`src/rtl/assert_macros.svh`:
```
// ----------------------------------------------------------------------------
// assert_macros.svh
// shared concurrent assertion macros, clocked on the rising edge and
// disabled while the active-low reset is asserted
// ----------------------------------------------------------------------------
`ifndef ASSERT_MACROS_SVH
`define ASSERT_MACROS_SVH

// property holds at every edge
`define PSG_ASSERT(label, clk, rst_n, prop, msg) \
	label: assert property (@(posedge clk) disable iff (!rst_n) prop) \
		else $error(msg);

// consequent holds in the cycle after the antecedent
`define PSG_ASSERT_NEXT(label, clk, rst_n, ante, cons, msg) \
	label: assert property (@(posedge clk) disable iff (!rst_n) (ante) |=> (cons)) \
		else $error(msg);

`endif

```
`src/rtl/psg_pkg.sv`:
```
// ----------------------------------------------------------------------------
// psg_pkg
// shared types, widths, constants and tables of the pointer shake detector
// ----------------------------------------------------------------------------
package psg_pkg;

	localparam int WINDOW_DEPTH = 96;
	localparam int COORD_BITS   = 16;
	localparam int POS_W        = 16;
	localparam int TIME_W       = 32;
	localparam int CFG_W        = 16;
	localparam int SIZE_W       = 8;
	localparam int LEVEL_W      = 3;
	localparam int IDX_W        = 3;

	localparam int AW     = $clog2(WINDOW_DEPTH);
	localparam int CNT_W  = $clog2(WINDOW_DEPTH + 1);
	localparam int CEXT_W = (COORD_BITS < POS_W) ? COORD_BITS : POS_W;

	localparam int D_W      = POS_W + 1;
	localparam int P_W      = 2 * D_W;
	localparam int V_W      = P_W + 2;
	localparam int SQ_FRAC  = 16;
	localparam int RAD_W    = 2 * D_W - 1 + SQ_FRAC;
	localparam int ROOT_W   = (RAD_W + 1) / 2;
	localparam int CR_W     = V_W + 2;
	localparam int Z_W      = 20;
	localparam int STEP_W   = 5;
	localparam int RTRIP_W  = D_W + CNT_W;
	localparam int CTRIP_W  = ROOT_W + CNT_W;
	localparam int NET_W    = Z_W + CNT_W + 1;
	localparam int MC_W     = 4;

	localparam int CORDIC_STEPS   = 17;
	localparam int ANG_HALF_PI    = 102944;
	localparam int ANG_MIN_TURN   = 7864;
	localparam int ANG_ARC_NEEDED = 308831;
	localparam int MIN_BIG        = 10;
	localparam int MIN_SEG_SQ     = 16;
	localparam int SPAN_MIN       = 35;
	localparam int REV_MIN_COUNT  = 5;
	localparam int CIRC_MIN_COUNT = 8;
	localparam int MIN_TURNS      = 5;
	localparam int MIN_FLIPS      = 3;
	localparam int MUL_LAST       = 8;

	localparam logic [CNT_W-1:0]   DEPTH_CNT = CNT_W'(WINDOW_DEPTH);
	localparam logic [LEVEL_W-1:0] LEVEL_MAX = LEVEL_W'(4);

	typedef enum logic [IDX_W-1:0] {
		REG_WINDOW_MS   = 3'd0,
		REG_COOLDOWN_MS = 3'd1,
		REG_DECAY_MS    = 3'd2,
		REG_MIN_PATH    = 3'd3,
		REG_SIZE_ONE    = 3'd4,
		REG_SIZE_TWO    = 3'd5,
		REG_SIZE_THREE  = 3'd6,
		REG_SIZE_FOUR   = 3'd7
	} cfg_reg_t;

	typedef enum logic {
		OP_SAMPLE = 1'b0,
		OP_TICK   = 1'b1
	} op_t;

	typedef enum logic [3:0] {
		S_IDLE,
		S_EVICT_RD,
		S_EVICT_CHK,
		S_PT_RD,
		S_PT_GET,
		S_NEXT,
		S_MUL,
		S_CHK,
		S_SQW,
		S_CRW,
		S_FIN1,
		S_FIN2,
		S_UPD
	} state_t;

	typedef struct packed {
		logic                   we;
		logic [AW-1:0]          addr;
		logic signed [POS_W-1:0] x;
		logic signed [POS_W-1:0] y;
		logic [TIME_W-1:0]      t;
	} store_wr_t;

	function automatic logic [Z_W-1:0] atan_q16(input logic [STEP_W-1:0] k);
		logic [Z_W-1:0] a;
		case (k)
			5'd0:    a = Z_W'(51472);
			5'd1:    a = Z_W'(30385);
			5'd2:    a = Z_W'(16055);
			5'd3:    a = Z_W'(8150);
			5'd4:    a = Z_W'(4091);
			5'd5:    a = Z_W'(2047);
			5'd6:    a = Z_W'(1024);
			5'd7:    a = Z_W'(512);
			5'd8:    a = Z_W'(256);
			5'd9:    a = Z_W'(128);
			5'd10:   a = Z_W'(64);
			5'd11:   a = Z_W'(32);
			5'd12:   a = Z_W'(16);
			5'd13:   a = Z_W'(8);
			5'd14:   a = Z_W'(4);
			5'd15:   a = Z_W'(2);
			5'd16:   a = Z_W'(1);
			default: a = '0;
		endcase
		return a;
	endfunction

	function automatic logic [AW-1:0] slot_add(input logic [AW-1:0] h,
			input logic [CNT_W-1:0] k);
		logic [AW+1:0] s;
		s = (AW+2)'(h) + (AW+2)'(k);
		if (s >= (AW+2)'(WINDOW_DEPTH)) begin
			s = s - (AW+2)'(WINDOW_DEPTH);
		end
		return s[AW-1:0];
	endfunction

	function automatic logic [AW-1:0] slot_inc(input logic [AW-1:0] h);
		logic [AW-1:0] n;
		n = (h == AW'(WINDOW_DEPTH - 1)) ? '0 : h + AW'(1);
		return n;
	endfunction

	function automatic logic signed [POS_W-1:0] coord_ext(input logic [POS_W-1:0] raw);
		logic signed [POS_W-1:0] v;
		v = $signed(raw << (POS_W - CEXT_W)) >>> (POS_W - CEXT_W);
		return v;
	endfunction

endpackage

```
`src/rtl/psg_isqrt.sv`:
```
// ----------------------------------------------------------------------------
// psg_isqrt
// iterative integer square root, one result bit per cycle
// ----------------------------------------------------------------------------
module psg_isqrt (
	input  logic                             clk,
	input  logic                             arst_n,
	input  logic                             start,
	input  logic [psg_pkg::RAD_W-1:0]        radicand,
	output logic [psg_pkg::ROOT_W-1:0]       root,
	output logic                             busy,
	output logic                             done
);

	logic [psg_pkg::RAD_W-1:0] v_q;
	logic [psg_pkg::RAD_W:0]   r_q;
	logic [psg_pkg::RAD_W-1:0] b_q;
	logic                      busy_q;
	logic                      done_q;
	logic [psg_pkg::RAD_W:0]   trial;

	assign trial = r_q + (psg_pkg::RAD_W+1)'(b_q);

	always_ff @(posedge clk or negedge arst_n) begin
		if (!arst_n) begin
			busy_q <= 1'b0;
			done_q <= 1'b0;
		end else begin
			done_q <= 1'b0;
			if (start) begin
				busy_q <= 1'b1;
			end else if (busy_q && b_q == psg_pkg::RAD_W'(1)) begin
				busy_q <= 1'b0;
				done_q <= 1'b1;
			end
		end
	end

	always_ff @(posedge clk) begin
		if (start) begin
			v_q <= radicand;
			r_q <= '0;
			b_q <= psg_pkg::RAD_W'(1) << (2 * (psg_pkg::ROOT_W - 1));
		end else if (busy_q) begin
			if ((psg_pkg::RAD_W+1)'(v_q) >= trial) begin
				v_q <= v_q - trial[psg_pkg::RAD_W-1:0];
				r_q <= (r_q >> 1) + (psg_pkg::RAD_W+1)'(b_q);
			end else begin
				r_q <= r_q >> 1;
			end
			b_q <= b_q >> 2;
		end
	end

	assign root = r_q[psg_pkg::ROOT_W-1:0];
	assign busy = busy_q;
	assign done = done_q;

endmodule

```
`config.mk`:
```
export PLATFORM = sky130hd
export DESIGN_NAME = psg_isqrt
export DESIGN_NICKNAME = d
export VERILOG_FILES = /design/src/rtl/assert_macros.svh /design/src/rtl/psg_pkg.sv /design/src/rtl/psg_isqrt.sv
export SDC_FILE = /design/constraint.sdc
export NUM_CORES = 1
export LEC_CHECK = 0
export BUFFER_PORTS_ARGS = -buffer_cell sky130_fd_sc_hd__buf_2
export CAP_MARGIN = 20
export CORE_MARGIN = 10
export CORE_UTILIZATION = 50
export DETAILED_ROUTE_END_ITERATION = 6
export PLACE_DENSITY = 0.65
export SLEW_MARGIN = 20
export SYNTH_ARGS = -nofsm -noshare
export SYNTH_HDL_FRONTEND = slang
export SYNTH_SLANG_ARGS = --single-unit
```
`constraint.sdc`:
```
create_clock -name clk -period 12.5 [get_ports clk]
set_input_delay 2.5 -clock clk [delete_from_list [all_inputs] [get_ports clk]]
set_output_delay 2.5 -clock clk [all_outputs]
set_load 0.02 [all_outputs]
```
**Word level (Yosys, flattened, before mapping)**

Index checks and enable logic that the tools add are counted.

- Bits of input ports: 52
- Bits in registers: 126
- Output and inout port bits: 27

- Eq/ne operators: 1
- Reductions and logical operators: 5
- Add/sub/neg operators: 3
- Multiplexer cells: 8
- Magnitude comparators: 1

Operators with widths:

| kind | number |
|---|---|
| $mux 49 | 3 |
| $add 49x49->50 | 1 |
| $add 50x49->50 | 1 |
| $ge 49x50->1 | 1 |
| $mux 50 | 1 |
| $sub 49x49->49 | 1 |
| $eq 25x1->1 const B | 1 |
| $reduce_bool 2->1 | 3 |
| $mux 1 | 4 |
| $reduce_and 2->1 | 1 |
| $logic_and 1x1->1 | 1 |

**Logic depth before layout (Yosys ltp)**

- Depth after elaboration: 5
- Mapped depth: 27
- Depth with buffers taken out: 23

**Least setup slack after synthesis**

OpenSTA, ideal clock, no wires.

- Path kind: reg2reg
- Start point: register r_q[18] (netlist bit)
- End point: register v_q[0] (netlist bit), enable pin
- Path buffers: 4
- Arrival time: 5.705 ns
- Path slack: 6.390 ns
- Cell stages (with the launch flop): 25
- Cells stage by stage: dfxtp_1 -> ha_1 -> nand4_1 -> nor4_1 -> a22oi_1 -> and2_1 -> o41ai_1 -> a21bo_2 -> nor2b_1 -> nor2b_1 -> nor2_1 -> xor2_1 -> ha_1 -> clkbuf_1 -> nand4_1 -> nor2_1 -> nand3_1 -> o211ai_1 -> and3b_1 -> o21ai_1 -> and3_1 -> buf_6 -> buf_6 -> buf_4 -> a21o_1

- Word-level cells in the longest chain between the ends: 4

Ends and longest elaborated chain:

| element | line | RTL |
|---|---|---|
| start: declaration | psg_isqrt.sv:16 | `logic [psg_pkg::RAD_W:0] r_q;` |
| start signal: assignment | psg_isqrt.sv:47 | `r_q <= (r_q >> 1) + (psg_pkg::RAD_W+1)'(b_q);` |
| start signal: assignment | psg_isqrt.sv:49 | `r_q <= r_q >> 1;` |
| $add 50x49->50 | psg_isqrt.sv:22 | `assign trial = r_q + (psg_pkg::RAD_W+1)'(b_q);` |
| $ge 49x50->1 | psg_isqrt.sv:45 | `if ((psg_pkg::RAD_W+1)'(v_q) >= trial) begin` |
| $reduce_bool 2->1 (no line) | n/a |  |
| $reduce_and 2->1 (no line) | n/a |  |
| end signal: assignment | psg_isqrt.sv:41 | `v_q <= radicand;` |
| end signal: assignment | psg_isqrt.sv:46 | `v_q <= v_q - trial[psg_pkg::RAD_W-1:0];` |
| end: declaration | psg_isqrt.sv:15 | `logic [psg_pkg::RAD_W-1:0] v_q;` |

No other way between the ends.
A chain may end at the register's enable or synchronous reset.

**Worst setup path in the final report**

- Start point: register r_q[10] (netlist bit)
- End point: register v_q[43] (netlist bit), enable pin

The elaborated chain is that of the path after synthesis.

==> flow_metrics.py <==
metrics = {
    "timing": {
        "max_clock_freq_ghz": 0.152,
        "worst-slew-pin-transition_ps": 779,
        "drv_slew": 0,
        "setup_viol_count_final": 0,
        "rsz_0062_raised_after_global_routing": "no",
        "fin_setup_tns_ps": 0,
        "timing_hold_violations_final": 0,
        "min_period_ps": 6560,
        "worst_clock_skew_ps": 13.4,
        "hold-worst-slack_ps": 525,
        "maxSlewHeadroom_pct": 47.4,
        "finalCritPeriodShare_pct": 52.5,
    },
    "detailed_routing": {
        "routedWlPerCell_um": 18.3,
        "wl_um": 31700,
        "drc": 0,
        "vias_per_inst": 6.13,
        "drtIter0Drc": 641,
        "drt_pre_antenna_iters": 5,
        "vias": 10600,
        "detail-route-antenna-nets": 0,
    },
    "logic_synthesis": {
        "yosysSeqAreaShare_pct": 26.4,
        "synth_flop_cell": "sky130_fd_sc_hd__dfxtp_1",
        "postSynthNetCount": 1586,
        "synth-warning-count": 0,
        "syn_area_cell_um2": 8.01,
        "syn_inst": 1432,
        "async_sr_flop_fraction_pct": 1.59,
        "netlist_area_before_placement_um2": 11500,
        "synthDistinctLibCells": 85,
        "ys_ff_latch": 126,
        "synth_enable_flop_cells": 49,
    },
    "global_routing": {
        "antenna_violations_before_repair": 0,
        "first_global_vias": 9851,
        "first_pass_grt_wire_length_um": 51200,
        "globalRoute.totalOverflow": 0,
        "grt_max_degree": 112,
        "groute.usage.overall_pct": 21.5,
    },
    "pwr": {
        "power.total_mw": 2.82,
        "p_leak_nw": 4.94,
        "power-per-cell-area_nw_per_um2": 229,
        "power.ir.vdd_worst_uv": 237,
    },
    "setup_path": {
        "crit_path_start_kind": "flop",
        "worstPathCellList": "ha_1 -> nand4_1 -> nor4_1 -> a22oi_1 -> and2_1 -> o41ai_1 -> a21bo_2 -> nor2b_1 -> nor2b_1 -> nor2_1 -> xor2_1 -> ha_1 -> nand4_1 -> nor2_1 -> nand3_1 -> o211ai_1 -> and3b_1 -> o21ai_1 -> and3_1 -> buf_4 -> a21o_2 -> buf_4",
        "critPathCaptureType": "flop",
        "regToRegStartpoint": "r_q[10]",
        "worst_path_dominant_cell_family": "simple AND/OR/NAND/NOR gates",
        "timing_worst_setup_path_type": "reg -> reg",
        "max_stage_delay_ps": 700,
        "crit_path_max_fanout": 49,
        "crit_arrival_ps": 6620,
        "timing.critical_path.depth": 22,
        "worstRegToRegCells": 22,
        "worst-endpoint-required_ps": 12560,
        "critPathBufInv": 2,
        "crit_path_start": "r_q[10]",
        "critical-path-slowest-cell": "sky130_fd_sc_hd__o41ai_1",
    },
    "final_layout": {
        "mostFrequentLayoutCell": "sky130_fd_sc_hd__nor2_1",
        "drive_gt1_share_pct": 10.4,
        "layout.cells.most_common_list": "sky130_fd_sc_hd__nor2_1 (162), sky130_fd_sc_hd__nand2_1 (157), sky130_fd_sc_hd__o21ai_0 (119), sky130_fd_sc_hd__ha_1 (101), sky130_fd_sc_hd__buf_2 (77)",
        "antenna_cells_inserted": 0,
        "areaGrowthSynthToFinish_pct": 7.45,
        "fin_nets": 1586,
        "final_area_um2": 12300,
    },
    "hold_path": {
        "hold_path_class": "reg -> reg",
        "min_path_cells": 2,
        "worstHoldStart": "r_q[0]",
    },
    "clock_tree": {
        "cts_tree": "built",
        "cts_setup_buffers": 0,
        "htreeDepth": 4,
        "clk_path_buf_depth": 2,
        "cts_root_buf": "sky130_fd_sc_hd__clkbuf_16",
        "tritoncts.num_buffers": 17,
        "worst_skew_pair.late_latency_ps": 440,
        "cts_resized": 0,
        "cts.sinks": 126,
        "postCtsHoldBufs": 0,
        "clk_transition_reported_paths_ps": 70,
    },
    "placement": {
        "detailed_place_hpwl_um": 23400,
        "placedInstanceArea_um2": 11700,
        "port_buffers": 78,
        "placer_s_final_routability_congestion_estimate": 0.901,
    },
    "status": {
        "run_status": "completed",
    },
    "floorplan": {
        "die_area_um2": 29400,
        "initial_utilization_pct": 50.8,
        "core.rowCount": 55,
        "die_h_um": 171,
        "die_width_um": 171,
        "design.portCount": 79,
        "design.core.area_um2": 22600,
    },
    "flow_run": {
        "max-cap-violations": 0,
    },
}
-- per-layer routing --
| layer | routed length (um) | track usage (%) | vias up |
|---|---|---|---|
| met5 | 0 | 0 | - |
| met4 | 895 | 7.41 | 0 |
| met3 | 1590 | 4.01 | 46 |
| met2 | 15000 | 35.6 | 285 |
| met1 | 14200 | 27.2 | 4964 |
| li1 | - | - | 5304 |
-- path summary, 6_finish.rpt --
path | endpoint | slack, ps
worst max-delay path | v_q[43] | 5940
worst min-delay path | r_q[0] | 520
worst max register to register | v_q[43] | 5940
worst min register to register | r_q[0] | 520
max in group asynchronous | busy | 10550
min in group asynchronous | busy | 1840
-- report_power, final --
group          internal (mW)  switching, mW  leakage, nW
clock network          0.301          0.215        0.296
registers              0.597         0.0838         1.13
logic                  0.616           1.01         3.51
-- registers in the layout (all words and copies together), names as in the netlist --
| name | flops |
|---|---|
| v_q | 49 |
| done | 1 |
| r_q | 50 |
| busy | 1 |
| b_q | 25 |
-- final cells by class --
| type | instances | area (um2) |
|---|---|---|
| Fill cell | 2184 | 10300 |
| Multi-Input combinational cell | 1179 | 7800 |
| Sequential cell | 126 | 3030 |
| Clock buffer | 19 | 475 |
| Timing Repair Buffer | 83 | 443 |
| Tap cell | 285 | 357 |
| Clock inverter | 13 | 120 |
| Inverter | 25 | 93.8 |
-- worst register-to-register path, delay by kind of cell, from the launching register on --
family	cells	cell delay, ps
AND/OR/NAND/NOR	11	2110
AO/OA/AOI/OAI	6	1710
buffers and inverters	2	920
adder cells (fa/ha/maj)	2	830
flip-flops	1	400
XOR/XNOR	1	150
-- synthesized netlist by cell type (6+ instances only) --
master / n / area, um2
sky130_fd_sc_hd__edfxtp_1: 49 / 1470
sky130_fd_sc_hd__xor2_1: 54 / 473
sky130_fd_sc_hd__buf_4: 28 / 210
sky130_fd_sc_hd__inv_1: 25 / 93.8
sky130_fd_sc_hd__nor3_1: 40 / 200
sky130_fd_sc_hd__nand3_1: 27 / 135
sky130_fd_sc_hd__o211ai_1: 8 / 60.1
sky130_fd_sc_hd__nand2b_1: 9 / 56.3
sky130_fd_sc_hd__clkbuf_1: 49 / 184
sky130_fd_sc_hd__nand2_1: 157 / 589
sky130_fd_sc_hd__nand4_1: 29 / 181
sky130_fd_sc_hd__a311oi_1: 13 / 114
sky130_fd_sc_hd__ha_1: 101 / 1260
sky130_fd_sc_hd__o21bai_1: 17 / 128
sky130_fd_sc_hd__a21o_1: 29 / 218
sky130_fd_sc_hd__nor2b_1: 18 / 113
sky130_fd_sc_hd__or3_1: 15 / 93.8
sky130_fd_sc_hd__a31o_2: 6 / 52.6
sky130_fd_sc_hd__dfxtp_1: 75 / 1500
sky130_fd_sc_hd__xnor2_1: 52 / 455
sky130_fd_sc_hd__mux2i_1: 34 / 340
sky130_fd_sc_hd__o21ai_1: 7 / 35.0
sky130_fd_sc_hd__nor2_1: 162 / 608
sky130_fd_sc_hd__a21oi_1: 72 / 360
sky130_fd_sc_hd__a31oi_1: 47 / 294
sky130_fd_sc_hd__o21a_1: 8 / 60.1
sky130_fd_sc_hd__o31ai_1: 12 / 90.1
sky130_fd_sc_hd__nor4_1: 13 / 81.3
sky130_fd_sc_hd__buf_2: 14 / 70.1
sky130_fd_sc_hd__o41ai_1: 6 / 52.6
sky130_fd_sc_hd__a211oi_1: 22 / 165
sky130_fd_sc_hd__o21ai_0: 119 / 596
sky130_fd_sc_hd__a2111oi_2: 8 / 120
-- logic make-up (layout without fill, tap and decap cells) --
| group | after synthesis | in the layout | synth area share, % |
|---|---|---|---|
| compound gates | 435 | 435 | 25.6 |
| xor+xnor | 106 | 106 | 8.10 |
| fa+ha+maj | 102 | 102 | 11.2 |
| buf+inv | 127 | 140 | 5.58 |
| flops | 126 | 126 | 26.4 |
| mux | 35 | 35 | 3.07 |
| simple gates | 501 | 501 | 20.1 |
-- through the flow --
| step | setup WS [ps] | utilization, % | cells |
|---|---|---|---|
| after floorplan | 6390 | - | 1432 |
| after global placement | 6200 | 51.9 | 1698 |
| after detailed placement | 6050 | 51.9 | 1698 |
| after CTS | 6000 | 54.6 | 1730 |
| after global routing | 5400 | 54.6 | 1730 |
| final | 5940 | 54.6 | 1730 |
Power figures use the tool's default switching activity.
